`src/hdl/sha_pkg.sv`:
```
// Shared constants, types and helper functions for the SHA-256 engine.
// No dependencies; sha_buf, sha_core and the engine top in this folder import this package.
`timescale 1ns / 1ps
package sha_pkg;

   localparam int WORD_W = 32;
   localparam int BUF_DEPTH = 16;
   localparam int BUF_AW = $clog2(BUF_DEPTH);
   localparam logic [7:0] PAD_BYTE = 8'h80;
   localparam logic [5:0] LEN_START = 6'd56;

   localparam logic [WORD_W-1:0] INIT_HASH [8] = '{
      32'h6a09e667, 32'hbb67ae85, 32'h3c6ef372, 32'ha54ff53a,
      32'h510e527f, 32'h9b05688c, 32'h1f83d9ab, 32'h5be0cd19
   };

   localparam logic [WORD_W-1:0] ROUND_K [64] = '{
      32'h428a2f98, 32'h71374491, 32'hb5c0fbcf, 32'he9b5dba5,
      32'h3956c25b, 32'h59f111f1, 32'h923f82a4, 32'hab1c5ed5,
      32'hd807aa98, 32'h12835b01, 32'h243185be, 32'h550c7dc3,
      32'h72be5d74, 32'h80deb1fe, 32'h9bdc06a7, 32'hc19bf174,
      32'he49b69c1, 32'hefbe4786, 32'h0fc19dc6, 32'h240ca1cc,
      32'h2de92c6f, 32'h4a7484aa, 32'h5cb0a9dc, 32'h76f988da,
      32'h983e5152, 32'ha831c66d, 32'hb00327c8, 32'hbf597fc7,
      32'hc6e00bf3, 32'hd5a79147, 32'h06ca6351, 32'h14292967,
      32'h27b70a85, 32'h2e1b2138, 32'h4d2c6dfc, 32'h53380d13,
      32'h650a7354, 32'h766a0abb, 32'h81c2c92e, 32'h92722c85,
      32'ha2bfe8a1, 32'ha81a664b, 32'hc24b8b70, 32'hc76c51a3,
      32'hd192e819, 32'hd6990624, 32'hf40e3585, 32'h106aa070,
      32'h19a4c116, 32'h1e376c08, 32'h2748774c, 32'h34b0bcb5,
      32'h391c0cb3, 32'h4ed8aa4a, 32'h5b9cca4f, 32'h682e6ff3,
      32'h748f82ee, 32'h78a5636f, 32'h84c87814, 32'h8cc70208,
      32'h90befffa, 32'ha4506ceb, 32'hbef9a3f7, 32'hc67178f2
   };

   typedef struct packed {
      logic start;
      logic clear;
   } core_ctl_type;

   function automatic logic [WORD_W-1:0] rotr(input logic [WORD_W-1:0] x,
                                               input int n);
      rotr = (x >> n) | (x << (WORD_W - n));
   endfunction

   function automatic logic [WORD_W-1:0] sig0(input logic [WORD_W-1:0] x);
      sig0 = rotr(x, 7) ^ rotr(x, 18) ^ (x >> 3);
   endfunction

   function automatic logic [WORD_W-1:0] sig1(input logic [WORD_W-1:0] x);
      sig1 = rotr(x, 17) ^ rotr(x, 19) ^ (x >> 10);
   endfunction

endpackage

```
`src/hdl/sha_req_if.sv`:
```
// Input channel: one message byte per transfer with valid and last flags.
// Depends on nothing.
`timescale 1ns / 1ps
interface sha_req_if;
   logic       valid;
   logic       ready;
   logic [7:0] data_byte;
   logic       byte_valid;
   logic       last_byte;
   modport source (output valid, data_byte, byte_valid, last_byte, input ready);
   modport sink (input valid, data_byte, byte_valid, last_byte, output ready);
endinterface

```
`src/hdl/sha_rsp_if.sv`:
```
// Result channel: one digest word per transfer.
// Depends on nothing.
`timescale 1ns / 1ps
interface sha_rsp_if;
   logic        valid;
   logic        ready;
   logic [31:0] digest_word;
   logic [2:0]  word_index;
   logic        last_word;
   modport source (output valid, digest_word, word_index, last_word, input ready);
   modport sink (input valid, digest_word, word_index, last_word, output ready);
endinterface

```
`src/hdl/sha_buf.sv`:
```
// Block buffer memory: 16 words, one write and one registered read port.
// Uses sha_pkg for widths.
`timescale 1ns / 1ps
module sha_buf
   import sha_pkg::*;
(
   input  logic              clock,
   input  logic              wr_en,
   input  logic [BUF_AW-1:0] wr_addr,
   input  logic [WORD_W-1:0] wr_data,
   input  logic [BUF_AW-1:0] rd_addr,
   output logic [WORD_W-1:0] rd_data
);
   logic [WORD_W-1:0] mem [BUF_DEPTH];
   logic [WORD_W-1:0] rd_data_ff;

   always_ff @(posedge clock) begin
      if (wr_en) begin
         mem[wr_addr] <= wr_data;
      end
      rd_data_ff <= mem[rd_addr];
   end

   assign rd_data = rd_data_ff;
endmodule

```
`src/hdl/sha_core.sv`:
```
// Compression core: one round per cycle, schedule window in registers,
// hash words held here. Reads block words from sha_buf. Uses sha_pkg.
`timescale 1ns / 1ps
module sha_core
   import sha_pkg::*;
(
   input  logic              clock,
   input  logic              reset,
   input  core_ctl_type      ctl,
   input  logic [WORD_W-1:0] rd_data,
   output logic [BUF_AW-1:0] rd_addr,
   input  logic [2:0]        sel,
   output logic [WORD_W-1:0] sel_word,
   output logic              busy
);
   typedef enum logic [1:0] {C_IDLE, C_ROUND, C_ADD} core_state_type;

   core_state_type    state_ff, state_in;
   logic [5:0]        rnd_ff, rnd_in;
   logic [WORD_W-1:0] hash_ff [8];
   logic [WORD_W-1:0] hash_in [8];
   logic [WORD_W-1:0] v_ff [8];
   logic [WORD_W-1:0] v_in [8];
   logic [WORD_W-1:0] win_ff [BUF_DEPTH];
   logic [WORD_W-1:0] win_in [BUF_DEPTH];
   logic [WORD_W-1:0] w_cur, t1, t2, sched;

   // win_ff[0] holds the newest schedule word.
   assign sched = win_ff[15] + sig0(win_ff[14]) + win_ff[6] + sig1(win_ff[1]);
   assign w_cur = (rnd_ff < 6'(BUF_DEPTH)) ? rd_data : sched;
   assign t1 = v_ff[7] + (rotr(v_ff[4], 6) ^ rotr(v_ff[4], 11) ^ rotr(v_ff[4], 25))
             + ((v_ff[4] & v_ff[5]) ^ (~v_ff[4] & v_ff[6])) + ROUND_K[rnd_ff] + w_cur;
   assign t2 = (rotr(v_ff[0], 2) ^ rotr(v_ff[0], 13) ^ rotr(v_ff[0], 22))
             + ((v_ff[0] & v_ff[1]) ^ (v_ff[0] & v_ff[2]) ^ (v_ff[1] & v_ff[2]));

   // The read for round r+1 is issued during round r; word 0 during start.
   assign rd_addr  = (state_ff == C_ROUND) ? rnd_ff[BUF_AW-1:0] + 1'b1 : '0;
   assign sel_word = hash_ff[sel];
   assign busy     = (state_ff != C_IDLE);

   always_comb begin
      state_in = state_ff;
      rnd_in   = rnd_ff;
      hash_in  = hash_ff;
      v_in     = v_ff;
      win_in   = win_ff;
      case (state_ff)
         C_IDLE: begin
            if (ctl.clear) begin
               hash_in = INIT_HASH;
            end
            if (ctl.start) begin
               v_in     = hash_ff;
               rnd_in   = '0;
               state_in = C_ROUND;
            end
         end
         C_ROUND: begin
            v_in[7] = v_ff[6];
            v_in[6] = v_ff[5];
            v_in[5] = v_ff[4];
            v_in[4] = v_ff[3] + t1;
            v_in[3] = v_ff[2];
            v_in[2] = v_ff[1];
            v_in[1] = v_ff[0];
            v_in[0] = t1 + t2;
            for (int k = BUF_DEPTH - 1; k > 0; k--) begin
               win_in[k] = win_ff[k-1];
            end
            win_in[0] = w_cur;
            rnd_in = rnd_ff + 1'b1;
            if (rnd_ff == 6'd63) begin
               state_in = C_ADD;
            end
         end
         C_ADD: begin
            for (int k = 0; k < 8; k++) begin
               hash_in[k] = hash_ff[k] + v_ff[k];
            end
            state_in = C_IDLE;
         end
         default: state_in = C_IDLE;
      endcase
   end

   always_ff @(posedge clock) begin
      if (reset) begin
         state_ff <= C_IDLE;
         rnd_ff   <= '0;
         hash_ff  <= INIT_HASH;
      end else begin
         state_ff <= state_in;
         rnd_ff   <= rnd_in;
         hash_ff  <= hash_in;
      end
      v_ff   <= v_in;
      win_ff <= win_in;
   end
endmodule

```
`src/hdl/sha256_hash_engine_unit.sv`:
```
// SHA-256 engine top level: byte packing, padding sequencer, digest output.
// A message byte is accepted only in the idle state; a full block then waits for compression.
// A last item pads one byte a cycle, except while a full block is compressed, with a second block
// when needed, then emits eight words, one a cycle when the sink is ready.
// Synchronous reset restores the initial hash values and clears counters; the
// block buffer memory is not cleared, it is always written before it is read.
`timescale 1ns / 1ps
module sha256_hash_engine_unit
   import sha_pkg::*;
(
   input logic     clock,
   input logic     reset,
   sha_req_if.sink req_chan,
   sha_rsp_if.source rsp_chan
);
   typedef enum logic [2:0] {
      S_IDLE, S_PAD80, S_PADZ, S_PADLEN, S_WAITC, S_EMIT
   } top_state_type;

   top_state_type     state_ff, state_in, resume_ff, resume_in;
   logic [5:0]        fill_ff, fill_in;
   logic [23:0]       word_ff, word_in;
   logic [63:0]       bits_ff, bits_in;
   logic [2:0]        idx_ff, idx_in;
   logic              rsp_valid_ff, rsp_valid_in;
   logic [WORD_W-1:0] rsp_word_ff, rsp_word_in;
   logic [2:0]        rsp_idx_ff, rsp_idx_in;
   logic              rsp_last_ff, rsp_last_in;

   logic              push_en;
   logic [7:0]        push_byte;
   logic              wr_en;
   logic [BUF_AW-1:0] rd_addr;
   logic [WORD_W-1:0] rd_data, sel_word;
   logic              core_busy;
   core_ctl_type      ctl;
   logic              req_xfer, block_full;
   top_state_type     after_push;

   assign req_xfer = req_chan.valid && req_chan.ready;
   assign req_chan.ready = (state_ff == S_IDLE);
   assign block_full = push_en && (fill_ff == 6'd63);
   assign wr_en = push_en && (fill_ff[1:0] == 2'd3);

   sha_buf u_buf (
      .clock   (clock),
      .wr_en   (wr_en),
      .wr_addr (fill_ff[5:2]),
      .wr_data ({word_ff, push_byte}),
      .rd_addr (rd_addr),
      .rd_data (rd_data)
   );

   sha_core u_core (
      .clock    (clock),
      .reset    (reset),
      .ctl      (ctl),
      .rd_data  (rd_data),
      .rd_addr  (rd_addr),
      .sel      (idx_ff),
      .sel_word (sel_word),
      .busy     (core_busy)
   );

   always_comb begin
      state_in     = state_ff;
      resume_in    = resume_ff;
      bits_in      = bits_ff;
      idx_in       = idx_ff;
      rsp_valid_in = rsp_valid_ff;
      rsp_word_in  = rsp_word_ff;
      rsp_idx_in   = rsp_idx_ff;
      rsp_last_in  = rsp_last_ff;
      push_en      = 1'b0;
      push_byte    = '0;
      after_push   = state_ff;
      ctl          = '0;

      if (rsp_valid_ff && rsp_chan.ready) begin
         rsp_valid_in = 1'b0;
      end

      case (state_ff)
         S_IDLE: begin
            if (req_xfer) begin
               push_en   = req_chan.byte_valid;
               push_byte = req_chan.data_byte;
               if (req_chan.byte_valid) begin
                  bits_in = bits_ff + 64'd8;
               end
               after_push = req_chan.last_byte ? S_PAD80 : S_IDLE;
               state_in   = after_push;
            end
         end
         S_PAD80: begin
            push_en    = 1'b1;
            push_byte  = PAD_BYTE;
            after_push = S_PADZ;
            state_in   = after_push;
         end
         S_PADZ: begin
            if (fill_ff == LEN_START) begin
               idx_in   = '0;
               state_in = S_PADLEN;
            end else begin
               push_en    = 1'b1;
               after_push = S_PADZ;
            end
         end
         S_PADLEN: begin
            push_en   = 1'b1;
            push_byte = bits_ff[8 * (3'd7 - idx_ff) +: 8];
            idx_in    = idx_ff + 1'b1;
            // The eighth length byte always completes the block.
            after_push = S_EMIT;
         end
         S_WAITC: begin
            if (!core_busy) begin
               idx_in   = '0;
               state_in = resume_ff;
            end
         end
         S_EMIT: begin
            if (!rsp_valid_ff || rsp_chan.ready) begin
               rsp_valid_in = 1'b1;
               rsp_word_in  = sel_word;
               rsp_idx_in   = idx_ff;
               rsp_last_in  = (idx_ff == 3'd7);
               idx_in       = idx_ff + 1'b1;
               if (idx_ff == 3'd7) begin
                  ctl.clear = 1'b1;
                  bits_in   = '0;
                  state_in  = S_IDLE;
               end
            end
         end
         default: state_in = S_IDLE;
      endcase

      if (block_full) begin
         ctl.start = 1'b1;
         resume_in = after_push;
         state_in  = S_WAITC;
      end
   end

   assign fill_in = push_en ? fill_ff + 1'b1 : fill_ff;
   assign word_in = push_en ? {word_ff[15:0], push_byte} : word_ff;

   always_ff @(posedge clock) begin
      if (reset) begin
         state_ff     <= S_IDLE;
         resume_ff    <= S_IDLE;
         fill_ff      <= '0;
         bits_ff      <= '0;
         idx_ff       <= '0;
         rsp_valid_ff <= 1'b0;
      end else begin
         state_ff     <= state_in;
         resume_ff    <= resume_in;
         fill_ff      <= fill_in;
         bits_ff      <= bits_in;
         idx_ff       <= idx_in;
         rsp_valid_ff <= rsp_valid_in;
      end
      word_ff     <= word_in;
      rsp_word_ff <= rsp_word_in;
      rsp_idx_ff  <= rsp_idx_in;
      rsp_last_ff <= rsp_last_in;
   end

   assign rsp_chan.valid       = rsp_valid_ff;
   assign rsp_chan.digest_word = rsp_word_ff;
   assign rsp_chan.word_index  = rsp_idx_ff;
   assign rsp_chan.last_word   = rsp_last_ff;

   a_start_idle: assert property (@(posedge clock) disable iff (reset)
      ctl.start |-> !core_busy) else $error("compression started while busy");
   a_req_core_idle: assert property (@(posedge clock) disable iff (reset)
      req_xfer |-> !core_busy) else $error("byte taken during compression");
   a_last_index: assert property (@(posedge clock) disable iff (reset)
      rsp_valid_ff |-> (rsp_last_ff == (rsp_idx_ff == 3'd7)))
      else $error("last flag does not match word index");
   a_start_full: assert property (@(posedge clock) disable iff (reset)
      ctl.start |=> fill_ff == 6'd0) else $error("block started without full buffer");
endmodule

```
`src/flat_wrapper.sv`:
```
// flat-port wrapper written by rule: the top's interface ports become plain ports
module sha256_hash_engine_unit_flat import sha_pkg::*;
  (clock, reset, req_chan_valid, req_chan_data_byte, req_chan_byte_valid, req_chan_last_byte, req_chan_ready, rsp_chan_valid, rsp_chan_digest_word, rsp_chan_word_index, rsp_chan_last_word, rsp_chan_ready);
  sha_req_if req_chan_i ();
  sha_rsp_if rsp_chan_i ();
  input logic clock;
  input logic reset;
  input wire logic [$bits(req_chan_i.valid)-1:0] req_chan_valid;
  input wire logic [$bits(req_chan_i.data_byte)-1:0] req_chan_data_byte;
  input wire logic [$bits(req_chan_i.byte_valid)-1:0] req_chan_byte_valid;
  input wire logic [$bits(req_chan_i.last_byte)-1:0] req_chan_last_byte;
  output wire logic [$bits(req_chan_i.ready)-1:0] req_chan_ready;
  output wire logic [$bits(rsp_chan_i.valid)-1:0] rsp_chan_valid;
  output wire logic [$bits(rsp_chan_i.digest_word)-1:0] rsp_chan_digest_word;
  output wire logic [$bits(rsp_chan_i.word_index)-1:0] rsp_chan_word_index;
  output wire logic [$bits(rsp_chan_i.last_word)-1:0] rsp_chan_last_word;
  input wire logic [$bits(rsp_chan_i.ready)-1:0] rsp_chan_ready;
  assign req_chan_i.valid = req_chan_valid;
  assign req_chan_i.data_byte = req_chan_data_byte;
  assign req_chan_i.byte_valid = req_chan_byte_valid;
  assign req_chan_i.last_byte = req_chan_last_byte;
  assign req_chan_ready = req_chan_i.ready;
  assign rsp_chan_valid = rsp_chan_i.valid;
  assign rsp_chan_digest_word = rsp_chan_i.digest_word;
  assign rsp_chan_word_index = rsp_chan_i.word_index;
  assign rsp_chan_last_word = rsp_chan_i.last_word;
  assign rsp_chan_i.ready = rsp_chan_ready;
  sha256_hash_engine_unit u_core (.clock(clock), .reset(reset), .req_chan(req_chan_i), .rsp_chan(rsp_chan_i));
endmodule
```
`config.mk`:
```
export PLATFORM = sky130hd
export DESIGN_NAME = sha256_hash_engine_unit_flat
export DESIGN_NICKNAME = d
export VERILOG_FILES = /design/src/hdl/sha_pkg.sv /design/src/hdl/sha_req_if.sv /design/src/hdl/sha_rsp_if.sv /design/src/hdl/sha_buf.sv /design/src/hdl/sha_core.sv /design/src/hdl/sha256_hash_engine_unit.sv /design/src/flat_wrapper.sv
export SDC_FILE = /design/constraint.sdc
export NUM_CORES = 2
export LEC_CHECK = 0
export BUFFER_PORTS_ARGS = -buffer_cell sky130_fd_sc_hd__buf_2
export CORE_MARGIN = 2
export CORE_UTILIZATION = 35
export DETAILED_ROUTE_END_ITERATION = 16
export GPL_TIMING_DRIVEN = 1
export PLACE_DENSITY_LB_ADDON = 0.3
export SLEW_MARGIN = 25
export SYNTH_ARGS = -nofsm -noshare
export SYNTH_HDL_FRONTEND = slang
export SYNTH_SLANG_ARGS = --single-unit
```
`constraint.sdc`:
```
create_clock -name clock -period 22.7 [get_ports clock]
set_clock_uncertainty 0.2 [all_clocks]
set_input_delay 4.54 -clock clock [delete_from_list [all_inputs] [get_ports clock]]
set_output_delay 4.54 -clock clock [all_outputs]
set_load 0.01 [all_outputs]
```
==> impl_results.md <==
- Average wire per cell in the routed design: between 20 and 25 µm
- Die Wd: just over 500 µm
- Weighted congestion at the end of routability-driven global placement: 0.955
- Worst Tran Pin Value: around 1.1 ns
- Worst path required time: about 23 ns
- Simple-gate share of the synthesized area: 10.1%
- Number of CTS-inserted buffers: 186
- Number of core rows: 188
- Total negative slack for setup checks: 0 ns
- Number of hold violations in the final report: 0
- Total of cells resized after clock tree synthesis: 0
- Worst slew margin relative to its limit: about a quarter
- Syn Std Cell Area: between 0.09 and 0.1 mm²
- Largest cells by area after synthesis: edfxtp_1 (44%), dfxtp_1 (8.1%), ha_1 (5.6%)
- Total of warnings raised by yosys: 0
- Final worst-path setup slack: 11.21 ns
- Placed cell area: between 0.09 and 0.1 mm²
- Post-Syn Nets: 8844
- Hold Path Class: register to register
- DRC violations left: 0
- Final-report setup violation count: 0
- Initial antenna violation count: 7
- Critical Path Most Common Cell: inv_1
- Master of the slowest instance on the critical path: fa_1
- Clock transition time at the flip-flop clock pins of the worst setup and hold paths: around 0.06 ns
- Library cell used as clock root buffer: clkbuf_16
- Data arrival time of the worst path: around 12 ns
- Count of TritonRoute iterations in the first routing pass: 7
- Via count of the first global-routing pass: around 62000
- # clock sinks: approximately 1700
- Largest voltage drop on the vdd net: roughly 0.078 mV
- Number of filler instances in the final layout: approximately 25000
- Setup bufs post-CTS: 0
- Full die area: 0.267 mm²
- Switching share of power: 22.1%
- Instance count of the mapped netlist: between 8000 and 9000
- Ys async rst share: 0%
- Overflow left after global routing: 0
- Number of enable flip-flop cells after synthesis: approximately 1300
- Largest driver fanout on the critical path: 5
- Xor/xnor share of the synthesized area: approximately 5.9%
- Post-placement worst setup slack: about 11 ns
- Half-perimeter wire length of the detailed placement result: slightly below 200 mm
- Max stage delay on crit path: 0.59 ns
- MaxCap Viol Count: 0
- CTS tree: done
- Iteration-0 DRC Markers: 6699
- Status: complete, no violations
- Number of hold buffers added after CTS: 0
- Share of post-route cells with drive strength above 1: 9.28%
- Area fraction in compound gates after synthesis: 13.2%
- Routed via count: about 64000
- Predominant post-synthesis flop cell: edfxtp_1
- Internal power component: about 5.2 mW
- I/O pin count: 52
- Timing-limited maximum frequency: 87.0 MHz
- Proportion of power drawn by combinational gates: 2.7%
- Distinct cells, synth: between 100 and 150
- Share of total power in the clock network: roughly 47%
- Combinational family with the most area after synthesis: compound AO/OA/AOI/OAI gates
- Detail-routed via count per cell: around 5.4
- Area share of the largest cell type after synthesis: a little over two fifths
- Final design instance area without fill: between 0.1 and 0.15 mm²
- Unrepaired setup endpoints after global routing: no
- Later-pin clock latency in the skew report: between 0.9 and 1 ns
- Port Buffer Count: 51
- Area share of fa/ha/maj cells after synthesis: 9.92%
- Synth-to-Final Area Change: 11.5%
- Global routing usage summed across all routing layers: 20.9%
- Most frequent cell after synthesis: edfxtp_1
- Max Transition Viols Final: 0
- Per-instance average area after synthesis: around 11 µm²
- Final #Nets: between 8000 and 9000
- Dominant cell type by area after synthesis: edfxtp_1
- Starting density of the core: a little over a third
- Final min period: ~11 ns
- Net Switching: 1.48 mW
- Fraction of the cycle the final worst path needs: 50.6%
- Synth Register Bits: about 1700
- Critical path startpoint category: register
- Critical path capture point type: register
- Number of routed nets with antenna violations: 0
- Power per standard cell area: 65.4 mW/mm²
- CTS H-tree depth: 4
- Core region area: 0.262 mm²
- Top cells by count, synth: edfxtp_1 (1340), nand2_1 (960), o21ai_0 (507), inv_1 (498), nor2_1 (455)
- Wirelength, routed: about 280 mm
- Maximum buffer depth of the clock tree: 3
- Maximum number of pins on one net before global-route repair: just under 200
- Part of the Yosys area used for sequential elements: 51.8%
- DIE HEIGHT: slightly above 500 µm
- Wire length of the first global-routing pass: 419 mm
- Critical setup path kind: register to register
- Portion of total power attributed to sequential cells: around half
- Static Leak: 37.6 nW
- Multiplexer fraction of the synthesized cell area: around 5.4%
==> path summary, 6_finish.rpt <==
path,from,endpoint,slack [ns],depth (start not counted)
min reg2reg,u_core.u_core.win_ff[390]$_DFFE_PP_,u_core.u_core.win_ff[358]$_DFFE_PP_,0.18,0
max,u_core.u_core.win_ff[52]$_DFFE_PP_,u_core.u_core.v_ff[255]$_DFFE_PP_,11.21,46
max reg2reg,u_core.u_core.win_ff[52]$_DFFE_PP_,u_core.u_core.v_ff[255]$_DFFE_PP_,11.21,46
min,u_core.u_core.win_ff[390]$_DFFE_PP_,u_core.u_core.win_ff[358]$_DFFE_PP_,0.18,0
==> stage by stage <==
| step | cells | util (%) | hold slack (ns) | power [mW] |
|---|---|---|---|---|
| 3_3_place_gp | 11500 | 36.7 | 0.200 | 3.66 |
| 2_1_floorplan | 8221 | - | 0.200 | 3.59 |
| 5_1_grt | 11800 | 39.2 | 0.188 | 6.93 |
| 3_5_place_dp | 11500 | 36.8 | 0.205 | 3.66 |
| 4_1_cts | 11800 | 39.2 | 0.189 | 6.78 |
| 6_report | 11800 | 39.2 | 0.185 | 6.72 |
==> cell families (layout without fill, tap and decap cells) <==
logic type	after synthesis	in the layout
xor+xnor	613	613
other cells	0	3
flops	1713	1713
simple gates	2079	2079
compound gates	1927	1927
mux	371	371
buf+inv	905	1000
fa+ha+maj	613	613
==> state kept, by name, indices dropped and copies added (netlist names) <==
register,count
u_core.u_core.state_ff,2
u_core.u_buf.rd_data,32
u_core.u_core.win_ff,512
u_core.u_core.hash_ff,256
u_core.rsp_chan.valid,1
u_core.resume_ff,3
u_core.rsp_chan.word_index,3
u_core.rsp_chan.last_word,1
u_core.u_core.v_ff,256
u_core.u_core.rnd_ff,6
u_core.word_ff,24
u_core.bits_ff,61
u_core.u_buf.mem,512
u_core.idx_ff,3
u_core.state_ff,3
u_core.rsp_chan.digest_word,32
u_core.fill_ff,6
==> area by class of cell <==
class	count	area, µm²	area share, %
Timing Repair Buffer	150	1130	1.10
Antenna cell	3	7.51	0.00731
Clock inverter	107	1320	1.29
Sequential cell	1713	47700	46.4
Clock buffer	243	5010	4.88
Inverter	500	1890	1.84
Multi-Input combinational cell	5603	41300	40.2
Tap cell	3515	4400	4.28
==> worst max-delay path: cells and delay by family (launching register included) <==
kind,cells,cell delay (ns)
buffers and inverters,8,0.53
and+or+nand+nor,9,1.42
xor gates and xnor gates,6,1.17
adders and majority gates,9,3.96
AOI/OAI and AO/OA,13,3.18
DFF,1,0.48
muxes,1,0.26
==> cell usage in the layout, fill, tap and decap left out, types with 35 or more instances in the layout <==
| cell type | instances |
|---|---|
| a211oi_1 | 40 |
| a21o_1 | 197 |
| a21oi_1 | 443 |
| a221oi_1 | 36 |
| a22oi_1 | 98 |
| a31oi_1 | 103 |
| and3_1 | 56 |
| buf_2 | 50 |
| buf_4 | 89 |
| clkbuf_1 | 44 |
| clkbuf_16 | 187 |
| dfxtp_1 | 365 |
| edfxtp_1 | 1340 |
| fa_1 | 197 |
| ha_1 | 410 |
| inv_1 | 496 |
| mux2_2 | 162 |
| mux2i_1 | 126 |
| mux4_2 | 82 |
| nand2_1 | 956 |
| nand2b_1 | 155 |
| nand3_1 | 136 |
| nand4_1 | 36 |
| nor2_1 | 439 |
| nor2b_1 | 43 |
| nor3_1 | 74 |
| o211ai_1 | 35 |
| o21a_1 | 64 |
| o21ai_0 | 499 |
| o21bai_1 | 55 |
| o22ai_1 | 90 |
| o31ai_1 | 56 |
| or3_1 | 51 |
| xnor2_1 | 376 |
| xor2_1 | 235 |
==> power by group through the flow <==
stage | clock (mW) | combinational (mW) | sequential [mW]
CTS | 3.19 | 0.182 | 3.41
finish | 3.13 | 0.184 | 3.41
floorplan | 0 | 0.127 | 3.47
global placement | 0 | 0.178 | 3.48
global route | 3.31 | 0.202 | 3.42
detailed placement | 0 | 0.181 | 3.48
==> routing by layer <==
layer  share of wire [%]  GRT usage [%]
met5                   0              0
met2                  45           32.5
met3                 6.4           3.09
met1                  46           30.2
met4                 2.4           5.59
No activity file was read; power rests on OpenSTA's default activity.
